### src/sv/assert_macros.svh
// Assertion helpers, clocked on clock and disabled in reset.
`ifndef ASSERT_MACROS_SVH
`define ASSERT_MACROS_SVH

// prop must hold at every edge
`define ASSERT_CLK(label, prop, msg) \
   label: assert property (@(posedge clock) disable iff (reset) (prop)) else $error(msg);

// cond must never be seen
`define ASSERT_NEVER(label, cond, msg) \
   label: assert property (@(posedge clock) disable iff (reset) !(cond)) else $error(msg);

`endif

### src/sv/whp_pkg.sv
`default_nettype none

package whp_pkg;

   // result status codes
   localparam logic [2:0] STAT_OK        = 3'd0;
   localparam logic [2:0] STAT_TOO_SMALL = 3'd1;
   localparam logic [2:0] STAT_NOT_RIFF  = 3'd2;
   localparam logic [2:0] STAT_NOT_WAVE  = 3'd3;
   localparam logic [2:0] STAT_NOT_PCM   = 3'd4;
   localparam logic [2:0] STAT_NOT_16BIT = 3'd5;
   localparam logic [2:0] STAT_NO_DATA   = 3'd6;
   localparam logic [2:0] STAT_ZERO_CH   = 3'd7;

   // tags, first file byte in the low lane
   localparam logic [31:0] TAG_RIFF_LE = 32'h4646_4952;
   localparam logic [31:0] TAG_WAVE_LE = 32'h4556_4157;
   // "data" as shifted in, first byte highest
   localparam logic [31:0] TAG_DATA    = 32'h6461_7461;

   localparam logic [7:0]  PCM_FORMAT  = 8'd1;
   localparam logic [7:0]  PCM_DEPTH   = 8'd16;
   localparam logic [31:0] FMT_BASE    = 32'd16;
   localparam logic [31:0] CHDR_BYTES  = 32'd8;
   localparam logic [31:0] CHDR_TAG_END = 32'd4;
   localparam logic [31:0] HDR_BYTES   = 32'd36;
   localparam logic [31:0] MIN_LAST    = 32'd43;
   localparam logic [31:0] IDX_MAX     = 32'hFFFF_FFFF;

   localparam int DIV_STEPS = 32;

   function automatic logic [7:0] tag_byte(input logic [31:0] tag, input logic [1:0] lane);
      tag_byte = tag[{lane, 3'b000} +: 8];
   endfunction

endpackage

`default_nettype wire

### src/sv/wav_header_parser_core.sv
`default_nettype none
`include "assert_macros.svh"

// WAV header parser. Bytes of one file stream in on req_* (tlast on the final
// byte); one result per file comes out on rsp_*. The 44-byte canonical header
// is checked (RIFF, WAVE, PCM format 1, 16-bit depth), extra format bytes are
// skipped and chunk headers are walked until the "data" chunk, whose header
// must be followed by at least one more byte. Header errors are held and
// reported on byte 44; a file ending before byte 44 reports too small; a file
// ending before the data chunk reports no data; zero channels reports status 7
// with frame_count zero. Bytes after the result are dropped until tlast, and
// tlast always rearms the parser for the next file. Rate: one byte per clock.
// When the data chunk is found with a nonzero channel count the frame count
// comes from a restoring divider that retires one quotient bit per clock,
// so req_tready stays low while it runs and the result appears when it
// finishes. req_tready also waits for a pending result to be taken (it
// follows rsp_tready in the same cycle).
module wav_header_parser_core (
   input  wire logic         clock,
   input  wire logic         reset,
   input  wire logic         req_tvalid,
   output logic              req_tready,
   input  wire logic [7:0]   req_tdata,   // [7:0] file_byte
   input  wire logic         req_tlast,   // last_byte
   output logic              rsp_tvalid,
   input  wire logic         rsp_tready,
   output logic [143:0]      rsp_tdata,   // [15:0] channel_count, [47:16] rate_hz,
                                          // [79:48] payload_offset,
                                          // [111:80] payload_bytes,
                                          // [143:112] frame_count
   output logic [2:0]        rsp_tuser    // [2:0] status
);

   typedef enum logic [1:0] {PH_HEADER, PH_FMTSKIP, PH_CHDR, PH_BODY} phase_type;
   typedef enum logic {ST_IDLE, ST_DIV} ctl_type;

   localparam int CNT_W = $clog2(whp_pkg::DIV_STEPS);
   localparam logic [CNT_W-1:0] CNT_LAST = CNT_W'(whp_pkg::DIV_STEPS - 1);

   // parser state
   logic [31:0] byte_index_ff, byte_index_in;
   phase_type   phase_ff, phase_in;
   logic [2:0]  held_error_ff, held_error_in;
   logic [31:0] fmt_length_ff, fmt_length_in;
   logic [15:0] chans_ff, chans_in;
   logic [31:0] rate_ff, rate_in;
   logic [31:0] skip_left_ff, skip_left_in;
   logic [31:0] chunk_tag_ff, chunk_tag_in;
   logic [31:0] chunk_len_ff, chunk_len_in;
   logic        done_ff, done_in;

   // divider
   ctl_type          st_ff, st_in;
   logic [31:0]      quo_ff, quo_in;
   logic [17:0]      rem_ff, rem_in;
   logic [16:0]      divisor_ff, divisor_in;
   logic [CNT_W-1:0] div_cnt_ff, div_cnt_in;

   // result register
   logic        rsp_valid_ff, rsp_valid_in;
   logic [2:0]  rsp_status_ff, rsp_status_in;
   logic [15:0] rsp_chans_ff, rsp_chans_in;
   logic [31:0] rsp_rate_ff, rsp_rate_in;
   logic [31:0] rsp_off_ff, rsp_off_in;
   logic [31:0] rsp_bytes_ff, rsp_bytes_in;
   logic [31:0] rsp_frames_ff, rsp_frames_in;

   logic        accept;
   logic [7:0]  b;
   logic        last;
   logic        in_header;
   logic [31:0] skip_dec;
   logic [31:0] tag_nx;
   logic [31:0] len_nx;
   logic        found;
   logic [31:0] off_nx;
   logic [17:0] rem_shift;
   logic [18:0] rem_diff;
   logic        q_bit;

   assign req_tready = (st_ff == ST_IDLE) && (!rsp_valid_ff || rsp_tready);
   assign accept     = req_tvalid && req_tready;
   assign b          = req_tdata;
   assign last       = req_tlast;
   assign in_header  = byte_index_ff < whp_pkg::HDR_BYTES;

   // chunk walker, next values for the current byte
   assign skip_dec = (skip_left_ff != 32'd0) ? skip_left_ff - 32'd1 : skip_left_ff;
   assign tag_nx   = (skip_left_ff > whp_pkg::CHDR_TAG_END) ?
                     {chunk_tag_ff[23:0], b} : chunk_tag_ff;
   assign len_nx   = (skip_left_ff > whp_pkg::CHDR_TAG_END) ?
                     chunk_len_ff : {b, chunk_len_ff[31:8]};
   assign found    = !in_header && (phase_ff == PH_CHDR) && (skip_dec == 32'd0) &&
                     !last && (tag_nx == whp_pkg::TAG_DATA);
   assign off_nx   = (byte_index_ff == whp_pkg::IDX_MAX) ? byte_index_ff :
                     byte_index_ff + 32'd1;

   // one restoring step
   assign rem_shift = {rem_ff[16:0], quo_ff[31]};
   assign rem_diff  = {1'b0, rem_shift} - {2'b00, divisor_ff};
   assign q_bit     = !rem_diff[18];

   always_comb begin
      byte_index_in = byte_index_ff;
      phase_in      = phase_ff;
      held_error_in = held_error_ff;
      fmt_length_in = fmt_length_ff;
      chans_in      = chans_ff;
      rate_in       = rate_ff;
      skip_left_in  = skip_left_ff;
      chunk_tag_in  = chunk_tag_ff;
      chunk_len_in  = chunk_len_ff;
      done_in       = done_ff;
      st_in         = st_ff;
      quo_in        = quo_ff;
      rem_in        = rem_ff;
      divisor_in    = divisor_ff;
      div_cnt_in    = div_cnt_ff;
      rsp_valid_in  = rsp_valid_ff;
      rsp_status_in = rsp_status_ff;
      rsp_chans_in  = rsp_chans_ff;
      rsp_rate_in   = rsp_rate_ff;
      rsp_off_in    = rsp_off_ff;
      rsp_bytes_in  = rsp_bytes_ff;
      rsp_frames_in = rsp_frames_ff;

      if (rsp_valid_ff && rsp_tready) begin
         rsp_valid_in = 1'b0;
      end

      if (st_ff == ST_DIV) begin
         rem_in     = q_bit ? rem_diff[17:0] : rem_shift;
         quo_in     = {quo_ff[30:0], q_bit};
         div_cnt_in = div_cnt_ff + 1'b1;
         if (div_cnt_ff == CNT_LAST) begin
            st_in         = ST_IDLE;
            rsp_frames_in = {quo_ff[30:0], q_bit};
            rsp_valid_in  = 1'b1;
         end
      end

      if (accept) begin
         if (!done_ff) begin
            if (in_header) begin
               case (byte_index_ff[5:0])
                  6'd0, 6'd1, 6'd2, 6'd3: begin
                     if (b != whp_pkg::tag_byte(whp_pkg::TAG_RIFF_LE, byte_index_ff[1:0]) &&
                         held_error_ff == whp_pkg::STAT_OK) begin
                        held_error_in = whp_pkg::STAT_NOT_RIFF;
                     end
                  end
                  6'd8, 6'd9, 6'd10, 6'd11: begin
                     if (b != whp_pkg::tag_byte(whp_pkg::TAG_WAVE_LE, byte_index_ff[1:0]) &&
                         held_error_ff == whp_pkg::STAT_OK) begin
                        held_error_in = whp_pkg::STAT_NOT_WAVE;
                     end
                  end
                  6'd16, 6'd17, 6'd18, 6'd19: begin
                     fmt_length_in[{byte_index_ff[1:0], 3'b000} +: 8] =
                        fmt_length_ff[{byte_index_ff[1:0], 3'b000} +: 8] | b;
                  end
                  6'd20: begin
                     if (b != whp_pkg::PCM_FORMAT && held_error_ff == whp_pkg::STAT_OK) begin
                        held_error_in = whp_pkg::STAT_NOT_PCM;
                     end
                  end
                  6'd21: begin
                     if (b != 8'd0 && held_error_ff == whp_pkg::STAT_OK) begin
                        held_error_in = whp_pkg::STAT_NOT_PCM;
                     end
                  end
                  6'd22, 6'd23: begin
                     chans_in[{byte_index_ff[0], 3'b000} +: 8] =
                        chans_ff[{byte_index_ff[0], 3'b000} +: 8] | b;
                  end
                  6'd24, 6'd25, 6'd26, 6'd27: begin
                     rate_in[{byte_index_ff[1:0], 3'b000} +: 8] =
                        rate_ff[{byte_index_ff[1:0], 3'b000} +: 8] | b;
                  end
                  6'd34: begin
                     if (b != whp_pkg::PCM_DEPTH && held_error_ff == whp_pkg::STAT_OK) begin
                        held_error_in = whp_pkg::STAT_NOT_16BIT;
                     end
                  end
                  6'd35: begin
                     if (b != 8'd0 && held_error_ff == whp_pkg::STAT_OK) begin
                        held_error_in = whp_pkg::STAT_NOT_16BIT;
                     end
                     // format length is complete by now
                     if (fmt_length_ff > whp_pkg::FMT_BASE) begin
                        phase_in     = PH_FMTSKIP;
                        skip_left_in = fmt_length_ff - whp_pkg::FMT_BASE;
                     end else begin
                        phase_in     = PH_CHDR;
                        skip_left_in = whp_pkg::CHDR_BYTES;
                        chunk_tag_in = 32'd0;
                        chunk_len_in = 32'd0;
                     end
                  end
                  default: begin
                  end
               endcase
            end else begin
               case (phase_ff)
                  PH_FMTSKIP, PH_BODY: begin
                     skip_left_in = skip_dec;
                     if (skip_dec == 32'd0) begin
                        phase_in     = PH_CHDR;
                        skip_left_in = whp_pkg::CHDR_BYTES;
                        chunk_tag_in = 32'd0;
                        chunk_len_in = 32'd0;
                     end
                  end
                  PH_CHDR: begin
                     chunk_tag_in = tag_nx;
                     chunk_len_in = len_nx;
                     skip_left_in = skip_dec;
                     // non-data chunk: skip its body, or go straight to the next header
                     if (skip_dec == 32'd0 && !last && tag_nx != whp_pkg::TAG_DATA) begin
                        if (len_nx == 32'd0) begin
                           skip_left_in = whp_pkg::CHDR_BYTES;
                           chunk_tag_in = 32'd0;
                           chunk_len_in = 32'd0;
                        end else begin
                           phase_in     = PH_BODY;
                           skip_left_in = len_nx;
                        end
                     end
                  end
                  default: begin
                  end
               endcase
            end

            // result fields see this byte's header captures
            rsp_chans_in  = chans_in;
            rsp_rate_in   = rate_in;
            rsp_off_in    = 32'd0;
            rsp_bytes_in  = 32'd0;
            rsp_frames_in = 32'd0;
            if (last && byte_index_ff < whp_pkg::MIN_LAST) begin
               rsp_status_in = whp_pkg::STAT_TOO_SMALL;
               rsp_valid_in  = 1'b1;
               done_in       = 1'b1;
            end else if (byte_index_ff == whp_pkg::MIN_LAST &&
                         held_error_ff != whp_pkg::STAT_OK) begin
               rsp_status_in = held_error_ff;
               rsp_valid_in  = 1'b1;
               done_in       = 1'b1;
            end else if (found) begin
               rsp_off_in   = off_nx;
               rsp_bytes_in = len_nx;
               done_in      = 1'b1;
               if (chans_ff == 16'd0) begin
                  rsp_status_in = whp_pkg::STAT_ZERO_CH;
                  rsp_valid_in  = 1'b1;
               end else begin
                  // frame_count = bytes / (2 * channels), filled in by the divider
                  rsp_status_in = whp_pkg::STAT_OK;
                  st_in         = ST_DIV;
                  quo_in        = len_nx;
                  rem_in        = 18'd0;
                  divisor_in    = {chans_ff, 1'b0};
                  div_cnt_in    = '0;
               end
            end else if (last) begin
               rsp_status_in = whp_pkg::STAT_NO_DATA;
               rsp_valid_in  = 1'b1;
               done_in       = 1'b1;
            end
         end

         if (last) begin
            // rearm for the next file
            byte_index_in = 32'd0;
            phase_in      = PH_HEADER;
            held_error_in = whp_pkg::STAT_OK;
            fmt_length_in = 32'd0;
            chans_in      = 16'd0;
            rate_in       = 32'd0;
            skip_left_in  = 32'd0;
            chunk_tag_in  = 32'd0;
            chunk_len_in  = 32'd0;
            done_in       = 1'b0;
         end else if (byte_index_ff != whp_pkg::IDX_MAX) begin
            byte_index_in = byte_index_ff + 32'd1;
         end
      end
   end

   always_ff @(posedge clock) begin
      if (reset) begin
         byte_index_ff <= 32'd0;
         phase_ff      <= PH_HEADER;
         held_error_ff <= whp_pkg::STAT_OK;
         fmt_length_ff <= 32'd0;
         chans_ff      <= 16'd0;
         rate_ff       <= 32'd0;
         skip_left_ff  <= 32'd0;
         chunk_tag_ff  <= 32'd0;
         chunk_len_ff  <= 32'd0;
         done_ff       <= 1'b0;
         st_ff         <= ST_IDLE;
         div_cnt_ff    <= '0;
         rsp_valid_ff  <= 1'b0;
      end else begin
         byte_index_ff <= byte_index_in;
         phase_ff      <= phase_in;
         held_error_ff <= held_error_in;
         fmt_length_ff <= fmt_length_in;
         chans_ff      <= chans_in;
         rate_ff       <= rate_in;
         skip_left_ff  <= skip_left_in;
         chunk_tag_ff  <= chunk_tag_in;
         chunk_len_ff  <= chunk_len_in;
         done_ff       <= done_in;
         st_ff         <= st_in;
         div_cnt_ff    <= div_cnt_in;
         rsp_valid_ff  <= rsp_valid_in;
      end
      quo_ff        <= quo_in;
      rem_ff        <= rem_in;
      divisor_ff    <= divisor_in;
      rsp_status_ff <= rsp_status_in;
      rsp_chans_ff  <= rsp_chans_in;
      rsp_rate_ff   <= rsp_rate_in;
      rsp_off_ff    <= rsp_off_in;
      rsp_bytes_ff  <= rsp_bytes_in;
      rsp_frames_ff <= rsp_frames_in;
   end

   assign rsp_tvalid = rsp_valid_ff;
   assign rsp_tuser  = rsp_status_ff;
   assign rsp_tdata  = {rsp_frames_ff, rsp_bytes_ff, rsp_off_ff, rsp_rate_ff, rsp_chans_ff};

   `ASSERT_NEVER(a_no_accept_in_div, (st_ff == ST_DIV) && req_tready, "accepted byte while dividing")
   `ASSERT_CLK(a_div_ends_valid, (st_ff == ST_DIV) && (div_cnt_ff == CNT_LAST) |=> rsp_valid_ff, "divide finished without result")
   `ASSERT_NEVER(a_ok_zero_chans, rsp_valid_ff && (rsp_status_ff == whp_pkg::STAT_OK) && (rsp_chans_ff == 16'd0), "ok status with zero channels")
   `ASSERT_NEVER(a_err_no_payload, rsp_valid_ff && (rsp_status_ff != whp_pkg::STAT_OK) && (rsp_status_ff != whp_pkg::STAT_ZERO_CH) && ((rsp_off_ff != 32'd0) || (rsp_bytes_ff != 32'd0)), "error status with payload fields")
   `ASSERT_NEVER(a_header_phase, in_header && (phase_ff != PH_HEADER), "walker active inside header")

endmodule

`default_nettype wire

### config.mk
export PLATFORM = sky130hd
export DESIGN_NAME = wav_header_parser_core
export DESIGN_NICKNAME = d
export VERILOG_FILES = /design/src/sv/whp_pkg.sv /design/src/sv/wav_header_parser_core.sv
export VERILOG_INCLUDE_DIRS = /design/src /design/src/sv
export SDC_FILE = /design/constraint.sdc
export NUM_CORES = 1
export LEC_CHECK = 0
export BUFFER_PORTS_ARGS = -buffer_cell sky130_fd_sc_hd__buf_4
export CORE_ASPECT_RATIO = 0.5
export CORE_UTILIZATION = 35
export DETAILED_ROUTE_END_ITERATION = 12
export HOLD_SLACK_MARGIN = 0.02
export PLACE_DENSITY_LB_ADDON = 0.08
export SYNTH_ARGS = -nofsm -noshare
export SYNTH_HDL_FRONTEND = slang
export SYNTH_SLANG_ARGS = --single-unit
export TNS_END_PERCENT = 50
### constraint.sdc
create_clock -name clock -period 8.68 [get_ports clock]
set_input_delay 0.868 -clock clock [delete_from_list [all_inputs] [get_ports clock]]
set_output_delay 0.868 -clock clock [all_outputs]
set_load 0.01 [all_outputs]
# After elaboration in Yosys (flattened, before gate mapping)
# Cells that the tools add are included.
# word_totals
reg_bits	434
word_cells	267
out_inout_bits	149
# op_classes
magnitude_cmp	4
bitwise_logic	9
n_shift	10
add_sub_neg	7
reduce_logical	52
n_eq_ne	46
n_mux	117
# ops
op	n
32-bit 2-to-1 mux	46
32-bit one-hot mux with 2 select lines	3
18-bit 2-to-1 mux	8
6-bit by 5-bit == test with 1-bit output (second input constant)	12
32-bit bitwise mux	2
32-bit logical NOT	2
32-bit by 6-bit < comparator with 1-bit output (second input constant)	2
16-bit 2-to-1 mux	4
32-bit by 6-bit variable part select with 8-bit output	2
32-bit by 6-bit variable part select with 8-bit output (first input constant)	2
8-bit by 7-bit variable part select with 32-bit output	2
3-bit 2-to-1 mux	13
5-bit 2-to-1 mux	7
32-bit by 1-bit adder with 32-bit output (second input constant)	1
32-bit by 31-bit == test with 1-bit output (second input constant)	1
32-bit == test (second input constant)	1
32-bit by 6-bit == test with 1-bit output (second input constant)	1
32-bit by 3-bit greater-than comparator with 1-bit output (second input constant)	1
32-bit by 5-bit greater-than comparator with 1-bit output (second input constant)	1
32-bit by 31-bit != test with 1-bit output (second input constant)	1
32-bit != test (second input constant)	1
32-bit nonzero test	1
8-bit by 7-bit variable shift with 32-bit output (first input constant)	1
32-bit by 1-bit subtractor with 32-bit output (second input constant)	1
50 further kinds	129

# Depth between registers and ports, before layout
# depth
depth_word	11
mapped_depth	15
mapped_depth_nobuf	14

# Worst setup path after synthesis
# No wires, ideal clock.
# synth_timing
path_kind	input-to-reg
startpoint	input port rsp_tready
endpoint	register rsp_bytes_ff[0], enable pin
path_stages	5
path_slack_ns	3.427
t_arrival_ns	4.732
setup_time_ns	0.520
path_buffers	1
path_cell_list	nor2b_1 -> nor2_1 -> nand3_1 -> inv_1 -> clkbuf_1
# synth_via
elab_chain_cells	4
# synth_rtl
item	line_no	source
start: declaration	wav_header_parser_core.sv:26	input wire logic rsp_tready,
1-bit logical OR	wav_header_parser_core.sv:81	assign req_tready = (st_ff == ST_IDLE) && (!rsp_valid_ff || rsp_tready);
1-bit logical AND	wav_header_parser_core.sv:81	
net req_tready	wav_header_parser_core.sv:22	output logic req_tready,
1-bit logical AND	wav_header_parser_core.sv:82	assign accept = req_tvalid && req_tready;
2-bit AND reduction (no line)	-	
end signal: assignment	wav_header_parser_core.sv:328	rsp_bytes_ff <= rsp_bytes_in;
end: declaration	wav_header_parser_core.sv:65	logic [31:0] rsp_bytes_ff, rsp_bytes_in;
# The timed path passes the listed nets, and every way through them passes these cells.
# A chain may end at the register's enable or synchronous reset.

# Worst setup path in the final report
# layout_timing
startpoint	register byte_index_ff[1]
endpoint	register byte_index_ff[25]
# layout_via
elab_chain_cells	3
elab_cells_between_ends	6
classes_between	add/sub: 1; eq/ne: 1; mux: 2; reduce/logical: 2
# layout_rtl
item	line_no	source
start: declaration	wav_header_parser_core.sv:41	logic [31:0] byte_index_ff, byte_index_in;
start signal: assignment	wav_header_parser_core.sv:307	byte_index_ff <= byte_index_in;
32-bit by 1-bit adder with 32-bit output / 32-bit != test (equally long branches)	wav_header_parser_core.sv:286, wav_header_parser_core.sv:285	
32-bit 2-to-1 mux / 2-bit nonzero test (equally long branches)	-	
32-bit 2-to-1 mux / 2-bit AND reduction (equally long branches)	-	
# Parallel ways exist; a longest one is shown, timed or not. The select of a mux whose other input is x is not followed.

==> flow_summary.json <==
{
  "syn2layout_area_growth_pct": 15.6,
  "actual_slew_at_the_worst_max_slew_pin_ns": 1.21,
  "globalRouteTotalUtil_pct": 21.6,
  "drt-pass1-iter-count": 7,
  "gr-total-overflow": 0,
  "cts_made_buffers": 44,
  "share_seq_of_total_power_pct": 44.4,
  "cp_cell_sequence": "ha_1 -> nand2_1 -> or4_1 -> nor4_1 -> nand3_1 -> nor2_1 -> nand3_2 -> nand2_1 -> nor2_1 -> o21ai_0 -> a21oi_1",
  "multiInputGateArea_sq_um": 10400,
  "setup-violations-final": 0,
  "synthesis.area_per_instance_sq_um": 9.30,
  "clock_path_buffers": 3,
  "power.switching_fraction_pct": 27.2,
  "setup_tns_ns": 0,
  "internal_power_consumption_mw": 3.54,
  "cts.reportedPaths.clkPinSlew_ns": 0.06,
  "number_of_antenna_violations_at_the_first_check_in_global_routing": 2,
  "synth_top_area_cell": "dfxtp_1",
  "vias_per_cell": 5.48,
  "die_width_um": 350,
  "synthSimpleGateAreaFrac_pct": 19.8,
  "core_area_sq_um": 59600,
  "syn-cell-area_sq_um": 21200,
  "synth_mux_area_share_pct": 5.42,
  "remaining_drc_errors": 0,
  "maximum_fanout_count_along_the_critical_path": 39,
  "grt_start_max_net_pins": 93,
  "share_of_synthesized_cell_area_in_full_adder_half_adder_and_majority_cells_pct": 1.68,
  "cts_repair_resize_count": 0,
  "hold_path.class": "flip-flop to flip-flop",
  "placed_cell_area_sq_um": 23000,
  "vdd_drop_max_v": 0.000148,
  "top_cells_by_area_in_the_synthesized_netlist": "dfxtp_1 (28%), edfxtp_1 (19%), nor2_1 (5.2%)",
  "netSwitchingPower_mw": 1.32,
  "tritoncts": "done",
  "timing.slew.headroom_pct": 19.1,
  "via_count": 17600,
  "die-area_sq_um": 61800,
  "htree_levels": 2,
  "drive_gt1_share_pct": 14.2,
  "seqCellArea_sq_um": 9980,
  "yosys.cell_types.count": 97,
  "number_of_synthesized_flops_with_an_enable_pin": 131,
  "cts_setup_buffers": 0,
  "drt-initial-drc-count": 1447,
  "final_min_period_over_clock_period_pct": 71.4,
  "boundaryPins": 162,
  "cp-start-kind": "flip-flop",
  "synth.ff_latch_count": 433,
  "hpwlAfterDp_mm": 46.1,
  "synth_compound_gate_area_share_pct": 18.6,
  "placement.io_buffers": 161,
  "cp-end-kind": "flip-flop",
  "routedWlPerCell_um": 21.2,
  "clock_insertion_delay_worst_skew_ns": 0.59,
  "cts_hold_repair.buffers": 0,
  "sum_of_routed_wire_length_over_all_layers_mm": 68.0,
  "ys_dominant_reg_cell": "dfxtp_1",
  "fmax_mhz": 161,
  "cp_data_arrival_time_ns": 6.62,
  "leakage_nw": 9.09,
  "die_y_um": 176,
  "synthCells": 2285,
  "outcome": "completed",
  "synthArstFlopShare_pct": 0,
  "clk_root_buffer_cell": "clkbuf_16",
  "yosys.area_share.xor_xnor_pct": 3.55,
  "proportion_of_netlist_area_held_by_the_largest_area_contributor_pct": 28.5,
  "cp.buffers_inverters": 0,
  "post-layout-total-power_mw": 4.86,
  "worst-setup-path-type": "flip-flop to flip-flop",
  "worst_path_dominant_cell_family": "simple AND/OR/NAND/NOR gates",
  "synth.net_count": 2326,
  "comb_power_share_pct": 13.4,
  "globalplace.congestion": 0.919,
  "yosys_warnings": 0,
  "initial_utilization_pct": 35.7,
  "power.density_nw_per_um2": 198,
  "finClkSkew_ns": 0.0324,
  "final-max-slew-violation-count": 0,
  "grt_setup_unrepaired": "false",
  "numClockSinks": 433,
  "critical_path_required_ns": 9.10,
  "antenna_left": 0,
  "rows": 63,
  "synth_top_family_by_area": "simple AND/OR/NAND/NOR gates",
  "cap_violations": 0,
  "critical_path_top_delay_cell": "nand2_1",
  "crit_path_max_incr_delay_ns": 1.20,
  "power_frac_clock_pct": 42.2,
  "synth_sequential_area_ratio_pct": 47.0,
  "final_hold_viol_count": 0,
  "final_net_count": 2396,
  "period_minus_slack_ns": 6.20,
  "filler_cell_count": 6020,
  "grt_first_pass_wirelength_mm": 103,
  "final_area_sq_um": 24600,
  "vias_in_the_first_global_route": 16500
}
## final timing paths
| path | from | end | slack, ns | cells past startpoint |
|---|---|---|---|---|
| worst max-delay path | byte_index_ff[1]$_SDFFE_PP0P_ | byte_index_ff[25]$_SDFFE_PP0P_ | 2.48 | 11 |
| worst min-delay path | rsp_frames_ff[11]$_DFF_P_ | rsp_frames_ff[11]$_DFF_P_ | 0.45 | 2 |
| worst max register to register | byte_index_ff[1]$_SDFFE_PP0P_ | byte_index_ff[25]$_SDFFE_PP0P_ | 2.48 | 11 |
| worst min register to register | rsp_frames_ff[11]$_DFF_P_ | rsp_frames_ff[11]$_DFF_P_ | 0.45 | 2 |
## cell usage after synthesis, drive strengths merged, types with 32 or more instances
master  count
dfxtp     302
nor2      297
a21oi     195
nand2     182
edfxtp    131
clkbuf    119
o21ai     106
mux2i      78
nor3       57
a22o       56
xnor2      54
nor4       51
inv        46
a22oi      43
and2       42
buf        42
o31ai      42
a211oi     41
nand3      35
xor2       32
## tightest hold or removal path: cells and delay by family, from the launching register on
family	cells	cell delay, ns
AOI/OAI and AO/OA	1	0.05
DFF	1	0.31
and+or+nand+nor	1	0.05
## cell type report
| cell class | count | share of cell area (%) |
|---|---|---|
| multi-input combinational | 1644 | 42.5 |
| timing repair buffer | 185 | 5.66 |
| antenna | 1 | 0.0102 |
| sequential | 433 | 40.7 |
| clock inverter | 21 | 0.810 |
| clock buffer | 61 | 5.46 |
| tap | 812 | 4.14 |
| inverter | 47 | 0.739 |
## layout by cell type, fill, tap and decap left out, types with 42 or more instances in the layout
master,n
a21oi_1,194
a22o_1,56
a22oi_1,43
buf_4,185
clkbuf_16,47
dfxtp_1,300
edfxtp_1,131
inv_1,44
mux2i_1,78
nand2_1,181
nor2_1,293
nor3_1,53
nor4_1,48
o21ai_0,102
o31ai_1,42
xnor2_1,54
## cell families after synthesis
group,after synthesis
mux,95
xor+xnor,86
simple gates,834
compound gates,601
buf+inv,208
flops,433
fa+ha+maj,28
## per-stage QoR
step	util, %	hold WS [ns]	std cells	setup WS [ns]
after detailed placement	38.6	0.448	3121	2.48
after CTS	41.2	0.457	3203	2.47
after global routing	41.2	0.477	3203	1.84
final	41.2	0.453	3204	2.48
after floorplan	-	0.440	2285	3.43
after global placement	38.6	0.447	3121	2.83
## registers in the layout, indices dropped and copies added (netlist names), 17 cells and up
signal	count
byte_index_ff	32
chunk_len_ff	32
chunk_tag_ff	32
fmt_length_ff	32
quo_ff	32
rate_ff	32
rem_ff	17
rsp_bytes_ff	32
rsp_frames_ff	32
rsp_off_ff	32
rsp_rate_ff	32
skip_left_ff	32
## power groups by stage
| stage | combinational, mW | sequential [mW] | clock [mW] |
|---|---|---|---|
| floorplan | 0.452 | 2.21 | 0 |
| global placement | 0.647 | 2.21 | 0 |
| detailed placement | 0.645 | 2.21 | 0 |
| CTS | 0.649 | 2.16 | 2.10 |
| global route | 0.710 | 2.17 | 2.18 |
| finish | 0.651 | 2.16 | 2.05 |
## per-layer routing
layer | track usage, % | vias to the layer above | share of wire, %
li1 | - | 8517 | -
met2 | 31.6 | 467 | 42
met1 | 32.8 | 8510 | 50
met4 | 3.86 | 0 | 1.4
met5 | 0 | - | 0
met3 | 4.44 | 74 | 6.2
Note: power is estimated with default switching activity, not from simulation.
